--- src/rtl/ssff_ram.sv ---
module ssff_ram #(
    parameter int WIDTH = 8,
    parameter int DEPTH = 2
) (
    input  logic                     clk,
    input  logic                     we,
    input  logic [$clog2(DEPTH)-1:0] waddr,
    input  logic [WIDTH-1:0]         wdata,
    input  logic                     re,
    input  logic [$clog2(DEPTH)-1:0] raddr,
    output logic [WIDTH-1:0]         rdata
);
    logic [WIDTH-1:0] mem [DEPTH];

    // One write port and one registered read port.
    always_ff @(posedge clk)
    begin
        if (we)
        begin
            mem[waddr] <= wdata;
        end
        if (re)
        begin
            rdata <= mem[raddr];
        end
    end
endmodule

--- config.mk ---
export PLATFORM = sky130hd
export DESIGN_NAME = ssff_ram
export DESIGN_NICKNAME = d
export VERILOG_FILES = /design/src/rtl/ssff_ram.sv
export SDC_FILE = /design/constraint.sdc
export NUM_CORES = 1
export LEC_CHECK = 0
export BUFFER_PORTS_ARGS = -buffer_cell sky130_fd_sc_hd__buf_4
export CAP_MARGIN = 15
export CORE_MARGIN = 8
export CORE_UTILIZATION = 45
export DETAILED_ROUTE_END_ITERATION = 8
export GPL_TIMING_DRIVEN = 0
export HOLD_SLACK_MARGIN = 0.08
export PLACE_DENSITY = 0.68
export SYNTH_ARGS = -nofsm -noshare
export SYNTH_HDL_FRONTEND = slang
export SYNTH_SLANG_ARGS = --single-unit
export TNS_END_PERCENT = 1
--- constraint.sdc ---
create_clock -name clk -period 0.9 [get_ports clk]
set_input_delay 0.045 -clock clk [delete_from_list [all_inputs] [get_ports clk]]
set_output_delay 0.045 -clock clk [all_outputs]
set_load 0.05 [all_outputs]
==> load_flow_metrics.sql <==
INSERT INTO impl_metrics (metric_group, metric, value, unit) VALUES
('run_status', 'outcome', 'finished with violations', ''),
('run_status', 'failed_checks', 'setup timing', ''),
('sta', 'max_freq', '1080', 'MHz'),
('final_layout', 'layout.nets', '81', ''),
('sta', 'hold_viol_final', '0', ''),
('synth', 'synth_area_in_simple_gates', '1.45', '%'),
('final_layout', 'finalCoreUtilization', '63.1', '%'),
('floorplanning', 'dieArea', '3580', 'um^2'),
('setup_path', 'startpoint', 'rdata[7]', ''),
('synth', 'synth_xor_area_share', '0', '%'),
('power_and_ir_drop', 'power.share.sequential', '63.5', '%'),
('power_and_ir_drop', 'power_frac_clock', '21.8', '%'),
('floorplanning', 'die_width', '59.8', 'um'),
('synth', 'synth_nets', '48', ''),
('setup_path', 'critical_path.endpoint', 'rdata[7]', ''),
('place', 'gp_congestion', '0.638', ''),
('sta', 'max_slew_headroom', '52.7', '%'),
('setup_path', 'worst-setup-path-type', 'flop to output port', ''),
('floorplanning', 'core_rows', '16', ''),
('clock_tree', 'clock_insertion_delay_worst_skew', '310', 'ps'),
('sta', 'rsz0062_at_grt', 'yes', ''),
('final_layout', 'areaGrowthSynthToFinish', '37.3', '%'),
('final_layout', 'final_layout_size_suffix_gt1_share', '46.3', '%'),
('setup_path', 'timing.critical_path.fanout_max', '1', ''),
('floorplanning', 'effective_utilization_at_floorplan', '45.9', '%'),
('setup_path', 'crit_path_end_kind', 'output port', ''),
('setup_path', 'path_delay_family', 'flip-flops', ''),
('routing', 'routed_wire_length_per_instance', '13.2', 'um'),
('clock_tree', 'clkSlewWorstSetupHoldPaths', '120', 'ps'),
('synth', 'synthAdderAreaFrac', '0', '%'),
('setup_path', 'critical_path_required', '850', 'ps'),
('sta', 'setup_ws', '-21.9', 'ps'),
('sta', 'drv_slew', '0', ''),
('routing', 'drc_violation_total_after_the_first_tritonroute_iteration', '9', ''),
('setup_path', 'crit_path_start_kind', 'flop', ''),
('synth', 'postSynthCellCount', '35', ''),
('power_and_ir_drop', 'internal-power', '0.00164', 'W'),
('power_and_ir_drop', 'pwr-share-comb', '14.8', '%'),
('clock_tree', 'cts_buffer_depth', '2', ''),
('routing', 'vias', '417', ''),
('setup_path', 'critical_path.slowest_cell', 'sky130_fd_sc_hd__edfxtp_1', ''),
('grt', 'first_global_vias', '448', ''),
('setup_path', 'crit-reg2reg-launch', 'mem[0][2]', ''),
('synth', 'yosys-mux-area-fraction', '13.9', '%'),
('clock_tree', 'cts_tree', 'built', ''),
('synth', 'yosysUniqueCellTypes', '5', ''),
('flow_run', 'max-cap-violations', '0', ''),
('sta', 'setup_viol_count_final', '9', ''),
('synth', 'sequential_share_of_the_synthesized_area', '83.4', '%'),
('floorplanning', 'io_pins', '21', ''),
('grt', 'grt.overflow.total', '0', ''),
('power_and_ir_drop', 'power_total', '0.00212', 'W'),
('power_and_ir_drop', 'powerDensity', '1780', 'nW/um^2'),
('setup_path', 'endpoint_of_the_worst_register_to_register_path', 'rdata[2]', ''),
('power_and_ir_drop', 'netSwitchingFraction', '22.6', '%'),
('sta', 'finalCriticalPeriod', '922', 'ps'),
('setup_path', 'path_depth', '1', ''),
('synth', 'main_combinational_cell_family_by_area_after_synthesis', 'multiplexers', ''),
('final_layout', 'filler_cell_count', '147', ''),
('power_and_ir_drop', 'power.static_leakage', '0.459', 'nW'),
('power_and_ir_drop', 'ir_drop', '0.00106', 'V'),
('synth', 'ys_ff_latch', '24', ''),
('grt', 'global_route.usage.total', '7.37', '%'),
('synth', 'yosys_warnings', '0', ''),
('worst_hold_path', 'hold_path_class', 'input pin to flop', ''),
('routing', 'drc', '0', ''),
('routing', 'finalWirelength', '1250', 'um'),
('place', 'dpl.hpwl', '868', 'um'),
('synth', 'synth_compound_area_share', '0', '%'),
('clock_tree', 'cts_max_level', '1', ''),
('setup_path', 'r2r_slack', '-10', 'ps');
==> metal layers <==
layer  track usage [%]  vias up  share of wire [%]
met5                 0        -                  0
met4              8.16        0                4.6
met3              1.51        5                6.4
met2              14.3       17                 53
met1              5.31      195                 36
li1                  -      200                  -
==> placed cells by master, fill, tap and decap left out, drive strengths merged <==
master,netlist,routed
edfxtp,24,24
mux2,8,8
dlygate4sd3,0,9
clkbuf,0,3
clkinv,0,1
and2,1,1
nor2b,1,1
buf,1,20
==> sequential cells by signal, indices dropped and copies added (netlist names) <==
signal / count
mem: 16
rdata: 8
==> synthesized netlist by cell type (all sizes together) <==
library cell / number / area share, %
mux2: 8 / 14
and2: 1 / 0.72
edfxtp: 24 / 83
nor2b: 1 / 0.72
buf: 1 / 1.3
==> kinds of logic (layout without fill, tap and decap cells) <==
logic type / count (synthesis) / count (layout)
buf+inv: 1 / 33
flops: 24 / 24
mux: 8 / 8
simple gates: 2 / 2
==> power by group through the flow <==
stage | clock (W) | sequential [W] | combinational (W)
after global routing | 0.000504 | 0.00135 | 0.000327
after CTS | 0.000472 | 0.00134 | 0.000316
after floorplan | 0 | 0.00146 | 0.0000764
after global placement | 0 | 0.00136 | 0.000266
final | 0.000461 | 0.00134 | 0.000313
after detailed placement | 0 | 0.00136 | 0.000270
==> worst min path at each step <==
stage	cells after the start	endpoint	start	slack [ps]
2_1_floorplan	0	mem[0][0]	wdata[0]	140
3_3_place_gp	1	mem[0][5]	wdata[5]	230
3_5_place_dp	1	mem[0][5]	wdata[5]	230
4_1_cts	2	rdata[0]	raddr	120
5_1_grt	2	rdata[1]	raddr	110
6_report	2	rdata[4]	raddr	120
==> through the flow <==
step | hold slack [ps] | instance area (um^2) | std cells | setup TNS (ps) | worst slack [ps]
2_1_floorplan | 144 | 865 | 35 | 0 | 49.6
3_3_place_gp | 231 | 1040 | 81 | -1530 | -191
3_5_place_dp | 233 | 1040 | 81 | -1740 | -218
4_1_cts | 118 | 1190 | 94 | -188 | -27.7
5_1_grt | 112 | 1190 | 94 | -438 | -60.3
6_report | 119 | 1190 | 94 | -141 | -21.9
==> what timing repair did <==
action	in CTS	in global routing
resized for setup	8	0
hold buffers	9	0
hold endpoints to repair	24	0
endpoints found under the setup margin	9	14
setup buffers	0	0
==> cell type report <==
class	instances	area, um^2	area share [%]
plain buffers	1	11.3	0.948
clock inverters	1	3.75	0.316
flip-flops and latches	24	721	60.7
multi-input cells	10	133	11.2
repair buffers	28	263	22.1
clock buffers	3	22.5	1.90
well taps	27	33.8	2.85
No activity file was read; power rests on OpenSTA's default activity.
