File: src/rtl/ssff_pkg.sv
package ssff_pkg;

    // Default sizes of the segment table and of the fields.
    localparam int DEFAULT_MAX_SEGMENTS = 64;
    localparam int DEFAULT_OFFSET_BITS  = 21;
    localparam int DEFAULT_BLOCK_BITS   = 16;

    // Freed counter of a release transaction saturates at its all-ones value.
    localparam int                    FREED_BITS = 7;
    localparam logic [FREED_BITS-1:0] FREED_MAX  = '1;

    localparam int STATUS_BITS = 2;

    typedef enum logic [STATUS_BITS-1:0] {
        STATUS_OK             = 2'd0,
        STATUS_TABLE_FULL     = 2'd1,
        STATUS_FRAME_OVERFLOW = 2'd2
    } status_t;

    typedef enum logic {
        REQ_ALLOC   = 1'b0,
        REQ_RELEASE = 1'b1
    } req_type_t;

    typedef enum logic {
        ALU_ADD = 1'b0,
        ALU_SUB = 1'b1
    } alu_op_t;

    // Condition flags returned by the shared adder.
    typedef struct packed {
        logic zero;
        logic borrow;
    } alu_flags_t;

    typedef enum logic [4:0] {
        ST_IDLE,
        ST_A_READ,
        ST_A_CHECK,
        ST_A_APPEND,
        ST_SH_RD,
        ST_SH_WR,
        ST_SP_HI,
        ST_SP_BASE,
        ST_SP_LO,
        ST_R_READ,
        ST_R_CHK1,
        ST_R_CHK2,
        ST_R_FREE,
        ST_R_NEXT,
        ST_R_SH_RD,
        ST_R_SH_WR,
        ST_FINISH
    } state_t;

endpackage

File: src/rtl/ssff_alu.sv
module ssff_alu #(
    parameter int WIDTH = 22
) (
    input  ssff_pkg::alu_op_t    op,
    input  logic [WIDTH-1:0]     a,
    input  logic [WIDTH-1:0]     b,
    output logic [WIDTH-1:0]     res,
    output ssff_pkg::alu_flags_t flags
);
    logic             is_sub;
    logic [WIDTH-1:0] b_op;
    logic             carry;

    // A single adder serves both add and subtract; subtract adds the complement.
    assign is_sub = (op == ssff_pkg::ALU_SUB);
    assign b_op   = is_sub ? ~b : b;
    assign {carry, res} = {1'b0, a} + {1'b0, b_op} + {{WIDTH{1'b0}}, is_sub};

    // Borrow means a < b on a subtract; zero means equal operands on a subtract.
    assign flags.zero   = (res == '0);
    assign flags.borrow = is_sub & ~carry;
endmodule

File: config.mk
export PLATFORM = sky130hd
export DESIGN_NAME = ssff_alu
export DESIGN_NICKNAME = d
export VERILOG_FILES = /design/src/rtl/ssff_pkg.sv /design/src/rtl/ssff_alu.sv
export SDC_FILE = /design/constraint.sdc
export NUM_CORES = 1
export LEC_CHECK = 0
export BUFFER_PORTS_ARGS = -buffer_cell sky130_fd_sc_hd__buf_2
export CAP_MARGIN = 20
export CORE_ASPECT_RATIO = 1.2
export CORE_UTILIZATION = 45
export DETAILED_ROUTE_END_ITERATION = 10
export PLACE_DENSITY = 0.83
export SYNTH_ARGS = -nofsm -noshare
export SYNTH_HDL_FRONTEND = slang
export SYNTH_SLANG_ARGS = --single-unit
File: constraint.sdc
create_clock -name vclk -period 3.7
set_input_delay 0.74 -clock vclk [all_inputs]
set_output_delay 0.74 -clock vclk [all_outputs]
set_load 0.05 [all_outputs]
==> impl_metrics.py, run 1 <==
metrics = {
    "grt": {
        "grt_usage": 0.938,
        "gr-total-overflow": 255,
        "grt_max_degree": 10,
    },
    "synthesis": {
        "synth_top_family_by_area": "compound AO/OA/AOI/OAI gates",
        "syn_nets": 260,
        "postSynthAreaPerCell_um2": 7.68,
        "ys.warnings.count": 0,
        "synthCells": 192,
        "synth_mux_area_frac": 0.0153,
        "synth-compound-area-share": 0.305,
        "synth_cell_types": 48,
        "synth_area_um2": 1470,
        "synth_xor_area_frac": 0.220,
        "yosysSeqAreaShare": 0,
        "synth-simple-area-share": 0.224,
        "synth_adder_area_share": 0.200,
    },
    "status": {
        "status": "did not finish",
        "lastStage": "5_1_grt",
        "firstError": "[ERROR GRT-0232] Routing congestion too high. Check the congestion heatmap in the GUI.",
    },
    "floorplanning": {
        "io_pins": 69,
        "die-width_um": 54.2,
        "rows": 22,
        "initial_core_util": 0.478,
        "die_y_um": 64.7,
    },
    "placed_design": {
        "hpwlAfterDp_um": 4570,
        "place.gp.congestion": 0.892,
        "pre_cts_ws_ps": -627,
        "port_buffers": 69,
    },
    "clock_tree": {
        "cts_hold_buf": 0,
    },
    "timing": {
        "crit_endpoint": "flags[1]",
        "worst-ep-kind": "primary output",
    },
}
timing repair:
action | CTS
setup buffers | 8
resized for setup | 41
gates cloned | 1
endpoints found under the setup margin | 10
pin swaps | 28
metrics by stage:
| stage | area (um^2) | setup TNS, ps | cells |
|---|---|---|---|
| after floorplan | 1700 | -948 | 192 |
| after global placement | 2500 | -1910 | 356 |
| after detailed placement | 2500 | -2530 | 356 |
| after CTS | 2750 | -1300 | 364 |
cell usage after synthesis, types with 4 or more instances:
cell type | instances | area [um^2]
nand4_1 | 6 | 37.5
a21o_1 | 9 | 67.6
o21ai_0 | 4 | 20.0
a21oi_1 | 14 | 70.1
nor2_1 | 11 | 41.3
a21oi_2 | 5 | 43.8
o21ai_1 | 4 | 20.0
ha_1 | 22 | 275
xnor2_1 | 8 | 70.1
xor2_1 | 29 | 254
inv_1 | 8 | 30.0
nand2_1 | 10 | 37.5
nand3_1 | 7 | 35.0
layer usage:
| metal | track usage | overflow |
|---|---|---|
| met1 | 0.810 | 0 |
| met2 | 1.19 | 158 |
| met3 | 0.667 | 1 |
| met4 | 1.21 | 96 |
| met5 | 0.148 | 0 |
logic make-up after synthesis:
group	after synthesis
adder cells (fa/ha/maj)	23
XOR/XNOR	37
AO/OA/AOI/OAI	60
multiplexers	1
AND/OR/NAND/NOR	58
buffers and inverters	13
==> run 2, diff against run 1 <==
- CORE_ASPECT_RATIO: 1.2 -> default
- CORE_UTILIZATION: 45 -> 33
- PLACE_DENSITY: 0.83 -> default
- PLACE_DENSITY_LB_ADDON: default -> 0.15
- clock period: 3.7 -> 4.8 ns (I/O delays scaled with it)
==> run 2 against run 1 <==
The flow now finishes without violations. Synthesized area unchanged. Synthesized cell count did not move.
==> impl_metrics.py, run 2 <==
metrics = {
    "drt": {
        "wl_um": 3950,
        "first_pass_iters": 4,
        "num_vias": 1645,
        "drc": 0,
        "routedWlPerCell_um": 12.6,
        "antenna_left": 0,
        "drt_iter0_drc": 58,
        "via_per_inst": 5.24,
    },
    "grt": {
        "grt_use_met3": 0.00987,
        "grt_usage": 0.171,
        "grt_pass1_vias": 1503,
        "grtUsageMet1": 0.237,
        "grt_max_degree": 14,
        "antenna_found_initial": 0,
        "grt-busiest-layer": "met2",
        "gr-usage-met2": 0.308,
        "grt_pass1_wl_um": 6420,
        "gr-total-overflow": 0,
    },
    "floorplanning": {
        "rows": 23,
        "die-area_um2": 4740,
        "initial_core_util": 0.356,
        "die_y_um": 68.8,
        "die-width_um": 68.8,
        "coreArea_um2": 4140,
        "io_pins": 69,
    },
    "synthesis": {
        "synthTopCellsByCount": "29 x xor2_1, 22 x ha_1, 14 x a21oi_1",
        "synth-simple-area-share": 0.224,
        "synthCells": 192,
        "synth_top_cell_area_share": 0.187,
        "synth-compound-area-share": 0.305,
        "synth_cell_types": 48,
        "synth_area_um2": 1470,
        "synth_adder_area_share": 0.200,
        "synth_top_family_by_area": "compound AO/OA/AOI/OAI gates",
        "postSynthAreaPerCell_um2": 7.68,
        "synth_xor_area_frac": 0.220,
        "synth_area_leaders": "ha_1 19%, xor2_1 17%, a21oi_1 4.8%",
        "yosysTopAreaCell": "ha_1",
        "syn_nets": 260,
        "synth_mux_area_frac": 0.0153,
        "synth_most_common_cell": "xor2_1",
        "yosysSeqAreaShare": 0,
        "ys.warnings.count": 0,
    },
    "placed_design": {
        "postPlaceCellArea_um2": 2050,
        "place.gp.congestion": 0.805,
        "port_buffers": 69,
        "hpwlAfterDp_um": 3460,
        "pre_cts_ws_ps": 35.6,
    },
    "timing": {
        "hold_violations": 0,
        "rsz0062_at_grt": "no",
        "fin_crit_sh": 0.961,
        "max_freq_mhz": 217,
        "final-setup-viol-count": 0,
        "slew_violations": 0,
        "min_period_ps": 4610,
        "maxSlewHeadroom": 0.685,
        "worst_slack_ps": 188,
        "hold_ws_ps": 2340,
        "tightest_slew_ps": 468,
        "tns_ps": 0,
    },
    "layout": {
        "multiInputGateArea_um2": 1580,
        "layout_commonest_cell": "buf_2",
        "nets": 334,
        "nFillCells": 429,
        "design.seq.count": 0,
        "final.clkbuf_count": 0,
        "final_cell_mix": "68 x buf_2, 25 x xor2_1, 22 x ha_1",
        "finalInstanceArea_um2": 2100,
        "diodes": 0,
        "drive_above_1_share": 0.413,
        "seq_area_um2": 0,
        "area_growth_pct": 42.3,
    },
    "power": {
        "irDropWorstVdd_mv": 0.145,
        "leakage_nw": 1.01,
        "finalPower_mw": 0.651,
        "p_per_area_nw_per_um2": 310,
    },
    "critical_path": {
        "end_kind": "output pin",
        "criticalPathCategory": "in2out",
        "crit_fanout": 13,
        "crit_required_ps": 3840,
        "startpoint_type": "input pin",
        "arrival_ps": 3650,
    },
    "clock_tree": {
        "post_cts.repair.setup_buffers": 0,
        "cts_resized": 0,
        "cts_hold_buf": 0,
    },
    "status": {
        "status": "finished, final reports clean",
    },
    "run": {
        "max_cap_viol_count": 0,
    },
    "hold_path": {
        "hp-class": "in2out",
    },
}
run 2: cell counts after synthesis:
Identical to the previous run, type by type.
run 2: cell families (layout without fill, tap and decap cells):
family | count (synthesis) | after routing
compound gates | 60 | 60
xor+xnor | 37 | 37
fa+ha+maj | 23 | 23
buf+inv | 13 | 85
mux | 1 | 1
simple gates | 58 | 58
run 2: area by class of cell:
cell class | instances | area share
timing repair buffer | 77 | 0.202
multi-input combinational | 179 | 0.754
tap | 50 | 0.0298
inverter | 8 | 0.0143
run 2: layer usage:
metal  share of wire  wire (um)  vias up
li1                -          -      857
met5               0          0        -
met1            0.49       1950      741
met4               0          0        0
met3           0.052        206        0
met2            0.45       1790       47
run 2: final timing paths:
path  start  endpoint  slack (ps)  cells after the start
min    a[0]    res[0]        2340                      3
max      op  flags[1]         190                     13
run 2: where the power goes:
part / internal, mW / switching, mW
clock: 0 / 0
combinational: 0.205 / 0.445
sequential: 0 / 0
run 2: critical path, cell delays in order:
cell and delay [ps]:
buf_2 130, buf_12 150, xor2_1 160, ha_1 390, nand4_1 220, o22ai_2 300, nor3b_4 100, xnor2_4 150
nand4bb_1 230, nor4_2 290, nand4_1 180, nor4_4 190, buf_6 190
run 2: stage by stage:
step                utilization  instances
floorplan                     -        192
global placement          0.495        314
detailed placement        0.495        314
CTS                       0.495        314
global route              0.506        314
finish                    0.506        314
(Power assumes the default switching activity.)
